--- src/design/scc_pkg.sv ---
package scc_pkg;

    // Input item: raw sensor word and three current samples.
    typedef struct packed {
        logic [15:0] sensor_angle;
        logic [11:0] adc_phase_u;
        logic [11:0] adc_phase_v;
        logic [11:0] adc_phase_w;
    } scc_in_t;

    // Result item: phase compares, step, position and peak current.
    typedef struct packed {
        logic [10:0]        compare_u;
        logic [10:0]        compare_v;
        logic [10:0]        compare_w;
        logic [2:0]         sextant;
        logic signed [31:0] position;
        logic [11:0]        peak_current;
    } scc_out_t;

    // Configuration register indexes.
    localparam logic [2:0] CFG_POLE_PAIRS        = 3'd0;
    localparam logic [2:0] CFG_ELECTRICAL_OFFSET = 3'd1;
    localparam logic [2:0] CFG_INVERT_SENSOR     = 3'd2;
    localparam logic [2:0] CFG_CURRENT_LIMIT     = 3'd3;
    localparam logic [2:0] CFG_POSITION_TRACKING = 3'd4;
    localparam logic [2:0] CFG_TARGET_POSITION   = 3'd5;
    localparam logic [2:0] CFG_OPEN_LOOP_DRIVE   = 3'd6;

    // Register reset values.
    localparam logic [6:0]  POLE_PAIRS_RESET    = 7'd7;
    localparam logic [11:0] CURRENT_LIMIT_RESET = 12'd130;

    // Angle handling.
    localparam logic [15:0] ANGLE_QUARTER  = 16'd16384;
    localparam logic [15:0] WRAP_LOW       = 16'd8192;
    localparam logic [15:0] WRAP_HIGH      = 16'd24576;
    localparam logic [31:0] REVOLUTION     = 32'd32768;
    localparam logic [12:0] ADC_ZERO       = 13'd2048;

    // Position tracking duty.
    localparam logic [25:0] TRACK_DUTY_CAP = 26'd60;

    // Sextant lookup: phase advance per direction and step boundaries.
    localparam logic [14:0] ADVANCE_FORWARD = 15'd10923;
    localparam logic [14:0] ADVANCE_REVERSE = 15'd27307;
    localparam logic [14:0] SEXTANT_BOUND [5] = '{
        15'd5461, 15'd10922, 15'd16383, 15'd21844, 15'd27305
    };

    // Driven phases per sextant, bits {w, v, u}.
    localparam logic [2:0] PHASE_MAP [6] = '{
        3'b001, 3'b011, 3'b010, 3'b110, 3'b100, 3'b101
    };

endpackage

--- src/design/sixstep_commutation_controller_core.sv ---
// Six-step commutation controller for a brushless motor.
// Input channel (in_valid / in_stall / in_data): one item per control tick,
// carrying the raw sensor angle and three phase-current samples.
// Output channel (out_valid / out_stall / out_data): one result per item,
// carrying the three phase compares, sextant, continuous position and peak
// filtered current.
// Configuration channel (cfg_valid / cfg_ready / cfg_index / cfg_data):
// register writes, always ready; write only while no item is in flight.
// An item is registered in the input register at the accepting edge, and its result
// is loaded into the output register once that register is free or draining.
// Throughput is one item per cycle while out_stall stays low, set by the single
// compute pass between the input register and the output register that also
// updates the angle, filter and fold-back state.
// A stalled result holds in the output register while the input register
// still takes one more item; in_stall rises only when both are full.
// Reset clears the valid flags of both registers, the unwrap and filter state
// and the fold-back, and loads the configuration registers with their defaults.
module sixstep_commutation_controller_core #(
    parameter int unsigned MAX_COMPARE  = 2047,
    parameter int unsigned FILTER_SHIFT = 6
) (
    input  logic             clk,
    input  logic             rst_n,
    input  logic             in_valid,
    output logic             in_stall,
    input  scc_pkg::scc_in_t in_data,
    output logic             out_valid,
    input  logic             out_stall,
    output scc_pkg::scc_out_t out_data,
    input  logic             cfg_valid,
    output logic             cfg_ready,
    input  logic [2:0]       cfg_index,
    input  logic [31:0]      cfg_data
);

    localparam int unsigned CMP_CAP_INT = (MAX_COMPARE < 2047) ? MAX_COMPARE : 2047;
    localparam logic [13:0] CMP_CAP     = 14'(CMP_CAP_INT);

    // Configuration registers
    logic [6:0]         pole_pairs_reg;
    logic [14:0]        elec_offset_reg;
    logic               invert_sensor_reg;
    logic [11:0]        current_limit_reg;
    logic               position_tracking_reg;
    logic signed [31:0] target_position_reg;
    logic signed [13:0] open_loop_drive_reg;

    // Tracking state
    logic [31:0]        rev_base_reg,   rev_base_next;
    logic [15:0]        prev_angle_reg;
    logic               first_done_reg;
    logic signed [19:0] acc_reg [3];
    logic signed [19:0] acc_next [3];
    logic [15:0]        fold_reg,       fold_next;

    // Pipeline registers
    logic               s1_valid_reg,   s1_valid_next;
    scc_pkg::scc_in_t   s1_data_reg;
    logic               out_valid_reg,  out_valid_next;
    scc_pkg::scc_out_t  out_data_reg,   out_data_next;

    logic               advance;
    logic               take;

    // Compute signals
    logic [15:0]        angle;
    logic [15:0]        prev_eff;
    logic signed [31:0] position;
    logic [22:0]        elec_prod;
    logic [14:0]        elec_raw;
    logic [14:0]        elec;
    logic [11:0]        adc [3];
    logic [19:0]        filt_mag [3];
    logic [19:0]        peak;
    logic signed [31:0] err;
    logic [31:0]        err_mag;
    logic [25:0]        err_scaled;
    logic [13:0]        duty;
    logic               reverse;
    logic [15:0]        cmp_diff;
    logic [13:0]        cmp;
    logic [10:0]        cmp_out;
    logic [14:0]        sext_sum;
    logic [2:0]         sext;
    logic [2:0]         drive_mask;

    // Handshake: the input register drains whenever the output register frees up
    assign advance   = s1_valid_reg && (!out_valid_reg || !out_stall);
    assign in_stall  = s1_valid_reg && !advance;
    assign take      = in_valid && !in_stall;
    assign cfg_ready = 1'b1;
    assign out_valid = out_valid_reg;
    assign out_data  = out_data_reg;

    always_comb
    begin
        s1_valid_next  = take | (s1_valid_reg & ~advance);
        out_valid_next = advance | (out_valid_reg & out_stall);
    end

    // Unwrap the angle into a continuous position
    always_comb
    begin
        angle    = s1_data_reg.sensor_angle + scc_pkg::ANGLE_QUARTER;
        prev_eff = first_done_reg ? prev_angle_reg : angle;
        if (prev_eff < scc_pkg::WRAP_LOW && angle > scc_pkg::WRAP_HIGH)
        begin
            rev_base_next = rev_base_reg - scc_pkg::REVOLUTION;
        end
        else if (angle < scc_pkg::WRAP_LOW && prev_eff > scc_pkg::WRAP_HIGH)
        begin
            rev_base_next = rev_base_reg + scc_pkg::REVOLUTION;
        end
        else
        begin
            rev_base_next = rev_base_reg;
        end
        position = signed'({16'd0, angle} + rev_base_next);
    end

    // Form the electrical angle, negated when the sensor is mounted reversed
    always_comb
    begin
        elec_prod = 23'(angle) * 23'(pole_pairs_reg);
        elec_raw  = elec_prod[14:0] - elec_offset_reg;
        elec      = invert_sensor_reg ? (15'd0 - elec_raw) : elec_raw;
    end

    // Leaky current filters and peak magnitude
    always_comb
    begin
        logic signed [19:0] filt;
        logic signed [12:0] sample;
        adc[0] = s1_data_reg.adc_phase_u;
        adc[1] = s1_data_reg.adc_phase_v;
        adc[2] = s1_data_reg.adc_phase_w;
        for (int i = 0; i < 3; i++)
        begin
            filt        = acc_reg[i] >>> FILTER_SHIFT;
            sample      = signed'({1'b0, adc[i]} - scc_pkg::ADC_ZERO);
            acc_next[i] = acc_reg[i] - filt + 20'(sample);
            filt_mag[i] = filt[19] ? unsigned'(-filt) : unsigned'(filt);
        end
        peak = (filt_mag[0] > filt_mag[1]) ? filt_mag[0] : filt_mag[1];
        if (filt_mag[2] > peak)
        begin
            peak = filt_mag[2];
        end
    end

    // Select duty and direction
    always_comb
    begin
        err        = target_position_reg - position;
        err_mag    = err[31] ? unsigned'(-err) : unsigned'(err);
        err_scaled = err_mag[31:6];
        if (position_tracking_reg)
        begin
            reverse = err[31] || (err == 32'sd0);
            duty    = (err_scaled > scc_pkg::TRACK_DUTY_CAP) ?
                      14'(scc_pkg::TRACK_DUTY_CAP) : 14'(err_scaled);
        end
        else
        begin
            reverse = open_loop_drive_reg[13];
            duty    = open_loop_drive_reg[13] ? unsigned'(-open_loop_drive_reg)
                                              : unsigned'(open_loop_drive_reg);
        end
    end

    // Advance the fold-back and form the compare value
    always_comb
    begin
        if (peak > {8'd0, current_limit_reg})
        begin
            fold_next = (fold_reg < {2'd0, duty}) ? fold_reg + 16'd1 : fold_reg;
        end
        else
        begin
            fold_next = (fold_reg != 16'd0) ? fold_reg - 16'd1 : fold_reg;
        end
        cmp_diff = {2'd0, duty} - fold_next;
        cmp      = ({2'd0, duty} > fold_next) ? cmp_diff[13:0] : 14'd0;
        cmp_out  = (cmp > CMP_CAP) ? CMP_CAP[10:0] : cmp[10:0];
    end

    // Look up the sextant and the driven phases
    always_comb
    begin
        sext_sum = elec + (reverse ? scc_pkg::ADVANCE_REVERSE : scc_pkg::ADVANCE_FORWARD);
        sext     = 3'd0;
        for (int k = 0; k < 5; k++)
        begin
            sext = sext + 3'(sext_sum >= scc_pkg::SEXTANT_BOUND[k]);
        end
        drive_mask = scc_pkg::PHASE_MAP[sext];
    end

    // Assemble the result
    always_comb
    begin
        out_data_next.compare_u    = drive_mask[0] ? cmp_out : 11'd0;
        out_data_next.compare_v    = drive_mask[1] ? cmp_out : 11'd0;
        out_data_next.compare_w    = drive_mask[2] ? cmp_out : 11'd0;
        out_data_next.sextant      = sext;
        out_data_next.position     = position;
        out_data_next.peak_current = peak[11:0];
    end

    // Hold control and state registers
    always_ff @(posedge clk or negedge rst_n)
    begin
        if (!rst_n)
        begin
            s1_valid_reg   <= 1'b0;
            out_valid_reg  <= 1'b0;
            rev_base_reg   <= 32'd0;
            prev_angle_reg <= 16'd0;
            first_done_reg <= 1'b0;
            fold_reg       <= 16'd0;
            for (int i = 0; i < 3; i++)
            begin
                acc_reg[i] <= 20'sd0;
            end
        end
        else
        begin
            s1_valid_reg  <= s1_valid_next;
            out_valid_reg <= out_valid_next;
            if (advance)
            begin
                rev_base_reg   <= rev_base_next;
                prev_angle_reg <= angle;
                first_done_reg <= 1'b1;
                fold_reg       <= fold_next;
                for (int i = 0; i < 3; i++)
                begin
                    acc_reg[i] <= acc_next[i];
                end
            end
        end
    end

    // Capture payloads
    always_ff @(posedge clk)
    begin
        if (take)
        begin
            s1_data_reg <= in_data;
        end
        if (advance)
        begin
            out_data_reg <= out_data_next;
        end
    end

    // Decode configuration writes
    always_ff @(posedge clk or negedge rst_n)
    begin
        if (!rst_n)
        begin
            pole_pairs_reg        <= scc_pkg::POLE_PAIRS_RESET;
            elec_offset_reg       <= 15'd0;
            invert_sensor_reg     <= 1'b0;
            current_limit_reg     <= scc_pkg::CURRENT_LIMIT_RESET;
            position_tracking_reg <= 1'b0;
            target_position_reg   <= 32'sd0;
            open_loop_drive_reg   <= 14'sd0;
        end
        else if (cfg_valid && cfg_ready)
        begin
            unique case (cfg_index)
                scc_pkg::CFG_POLE_PAIRS:        pole_pairs_reg        <= cfg_data[6:0];
                scc_pkg::CFG_ELECTRICAL_OFFSET: elec_offset_reg       <= cfg_data[14:0];
                scc_pkg::CFG_INVERT_SENSOR:     invert_sensor_reg     <= cfg_data[0];
                scc_pkg::CFG_CURRENT_LIMIT:     current_limit_reg     <= cfg_data[11:0];
                scc_pkg::CFG_POSITION_TRACKING: position_tracking_reg <= cfg_data[0];
                scc_pkg::CFG_TARGET_POSITION:   target_position_reg   <= signed'(cfg_data);
                scc_pkg::CFG_OPEN_LOOP_DRIVE:   open_loop_drive_reg   <= signed'(cfg_data[13:0]);
                default:
                begin
                end
            endcase
        end
    end

endmodule

--- config.mk ---
export PLATFORM = sky130hd
export DESIGN_NAME = sixstep_commutation_controller_core
export DESIGN_NICKNAME = d
export VERILOG_FILES = /design/src/design/scc_pkg.sv /design/src/design/sixstep_commutation_controller_core.sv
export SDC_FILE = /design/constraint.sdc
export NUM_CORES = 1
export LEC_CHECK = 0
export BUFFER_PORTS_ARGS = -buffer_cell sky130_fd_sc_hd__buf_2
export CORE_ASPECT_RATIO = 0.75
export CORE_UTILIZATION = 50
export CTS_CLUSTER_DIAMETER = 50
export CTS_CLUSTER_SIZE = 30
export DETAILED_ROUTE_END_ITERATION = 12
export MAX_ROUTING_LAYER = met4
export PLACE_DENSITY = 0.68
export SETUP_SLACK_MARGIN = 0.02
export SLEW_MARGIN = 20
export SYNTH_ARGS = -nofsm -noshare
export SYNTH_HDL_FRONTEND = slang
export SYNTH_SLANG_ARGS = --single-unit
--- constraint.sdc ---
create_clock -name clk -period 16.8 [get_ports clk]
set_input_delay 2.52 -clock clk [delete_from_list [all_inputs] [get_ports clk]]
set_output_delay 2.52 -clock clk [all_outputs]
set_load 0.01 [all_outputs]
==> flow_summary.ini <==
[status]
status = completed

[min_path]
hold_depth = 2
min_path_type = register to register

[setup_path]
critical_path_depth = 49
cp.arrival_ns = 14.31
crit_path_start_kind = register
crit_path_frequent_cell = ha_1
required_ns = 17.11
crit_type = register to register
worst_path_max_delay_cell = a2111oi_2
critPathMaxStageDelay_ns = 0.82
ff2ff_path_depth = 49
cp_top_family = compound AO/OA/AOI/OAI gates
critPathCaptureType = register
cp_max_fo = 16
cp_num_buf_inv = 2

[yosys]
yosysWarnings = 0
synth-seq-area-share_pct = 32.3
syn_inst = 2955
synthTopCellsByArea = dfrtp_1 17%, edfxtp_1 14%, ha_1 9.7%, fa_1 8.9%, inv_1 5.8%
async_flop_share_pct = 59.5
syn_area_um2 = 27300
ys_ff_latch = 326
yosys.area.top_type_share_pct = 17.3
ys_dominant_reg_cell = dfrtp_1
yosysTopAreaCell = dfrtp_1
avgSynthCellArea_um2 = 9.25
yosysUniqueCellTypes = 107
synth_edf_count = 132

[global_route]
groute.usage.overall_pct = 26.8
grt_max_degree = 102
grt_pass1_vias = 21300
grt_overflow = 0
antenna_found_initial = 4
grt_pass1_wl_um = 116000

[cts]
cts_setup_buffers = 0
cts-root-buf = clkbuf_16
cts-resized-gates = 0
numCtsBuffers = 41
clk_latency_ns = 0.58
htree_levels = 2
cts_num_sinks = 326
cts_buffer_depth = 3
cts_hold_buf = 0
clk_pin_slew_ns = 0.07
cts_tree = built

[finish]
finalNetCount = 3530
largest_reg_flops = 80
area_growth_pct = 11.4
fillers = 4719
drive_gt1_share_pct = 13.1

[floorplanning]
initial_utilization_pct = 51.1
ios = 175
die_area_um2 = 55600
die_y_um = 205
fp-row-count = 73
core-area_um2 = 53500
chipWidth_um = 272

[flow_run]
drv_cap = 0

[timing]
slew_headroom_pct = 31.1
fin_skew_ns = 0.0252
finalSetupTns_ns = 0
period_needed_ns = 14.01
max_freq_mhz = 71.4
hold_viol_final = 0
setup_violations = 0
finalCritPeriodShare_pct = 83.4
drv_slew = 0
worstMarginPinSlew_ns = 1.03
rsz0062_at_grt = false

[place]
numPortBuffers = 173
place_hpwl_um = 55400
gp_congestion = 0.945

[routing]
wl_per_cell_um = 18.7
drc_errors = 0
drtIter0Drc = 1860
viasPerCell = 5.68
drtAntennaViolNets = 0
wl_um = 72000
drt_first_pass_iters = 6
via_count = 21900
worst reg2reg max path: cells and delay by family, from the launching register on:
kind	cells	cell delay, ns
compound gates	17	5.10
simple gates	19	5.00
fa+ha+maj	7	2.25
flops	1	0.54
xor+xnor	3	0.43
mux	1	0.25
buf+inv	2	0.18
through the flow:
step                setup slack [ns]  instances  cell area (µm²)  hold WS (ns)  util (%)
global placement                3.52       3774            28900         0.464      54.0
finish                          2.79       3851            30500         0.480      56.9
CTS                             3.01       3850            30400         0.481      56.9
global route                    1.72       3851            30500         0.508      56.9
floorplan                       5.07       2970            27400         0.421         -
detailed placement              3.07       3774            28900         0.467      54.0
layer usage:
layer  vias to the layer above  wire [µm]  track usage, %
li1                      10400          -               -
met1                     10600      34200            38.8
met2                       687      31600            39.6
met3                       130       4450            3.46
met4                         0       1760            7.26
met5                         -          0               -
cells in the mapped netlist (all sizes together) (12+ instances only):
cell type and count:
o31ai 25, a31oi 13, or3 28, o21a 38, nand2b 31, xnor2 179, nand3 65, nor2 141
a21o 27, buf 14, clkbuf 78, mux2i 12, mux2 80, edfxtp 132, a21oi 141, or4 14
and2 60, xor2 72, nor2b 28, nand2 275, fa 122, inv 425, o21ai 183, o21bai 48
nand4 36, or2 14, ha 211, o31a 13, nor3 50, dfrtp 189, nor4 26
layout make-up:
cell class / count / area [µm²] / area share (%)
clock buffer: 45 / 1130 / 3.70
sequential: 326 / 8820 / 29.0
tap: 712 / 891 / 2.92
multi-input combinational: 2127 / 16700 / 54.7
inverter: 425 / 1600 / 5.24
timing repair buffer: 184 / 957 / 3.14
clock inverter: 31 / 408 / 1.34
antenna: 1 / 2.50 / 0.00821
logic make-up after synthesis:
logic type / count (synthesis) / synth area share (%)
AOI/OAI and AO/OA: 614 / 14.8
xor gates and xnor gates: 251 / 8.20
adders and majority gates: 334 / 18.6
buffers and inverters: 517 / 7.28
DFF: 326 / 32.3
muxes: 92 / 3.73
other: 2 / 0.0275
and+or+nand+nor: 819 / 15.0
cell usage in the layout (no fill, tap or decap), types with 48 or more instances in the layout:
cell type  count
a21oi_1      140
and2_1        58
buf_2        172
dfrtp_1      189
edfxtp_1     132
fa_1         122
ha_1         211
inv_1        424
mux2_2        80
nand2_1      274
nand3_1       64
nor2_1       141
nor3_1        48
o21ai_0      174
o21bai_1      48
xnor2_1      178
xor2_1        70
path summary, 6_finish.rpt:
kind | start | endpoint | slack [ns]
max reg2reg | s1_data_reg[50]$_DFFE_PP_ | out_data[52]$_SDFFCE_PN0P_ | 2.79
min | acc_reg[4]$_DFFE_PN0P_ | acc_reg[4]$_DFFE_PN0P_ | 0.48
max | s1_data_reg[50]$_DFFE_PP_ | out_data[52]$_SDFFCE_PN0P_ | 2.79
max in group asynchronous | rst_n | target_position_reg[31]$_DFFE_PN0P_ | 12.71
min in group asynchronous | rst_n | acc_reg[24]$_DFFE_PN0P_ | 1.92
min reg2reg | acc_reg[4]$_DFFE_PN0P_ | acc_reg[4]$_DFFE_PN0P_ | 0.48
Power is left out: the tool's default activity adds up to more than one toggle a clock period on the data nets, which glitch-free logic cannot reach.
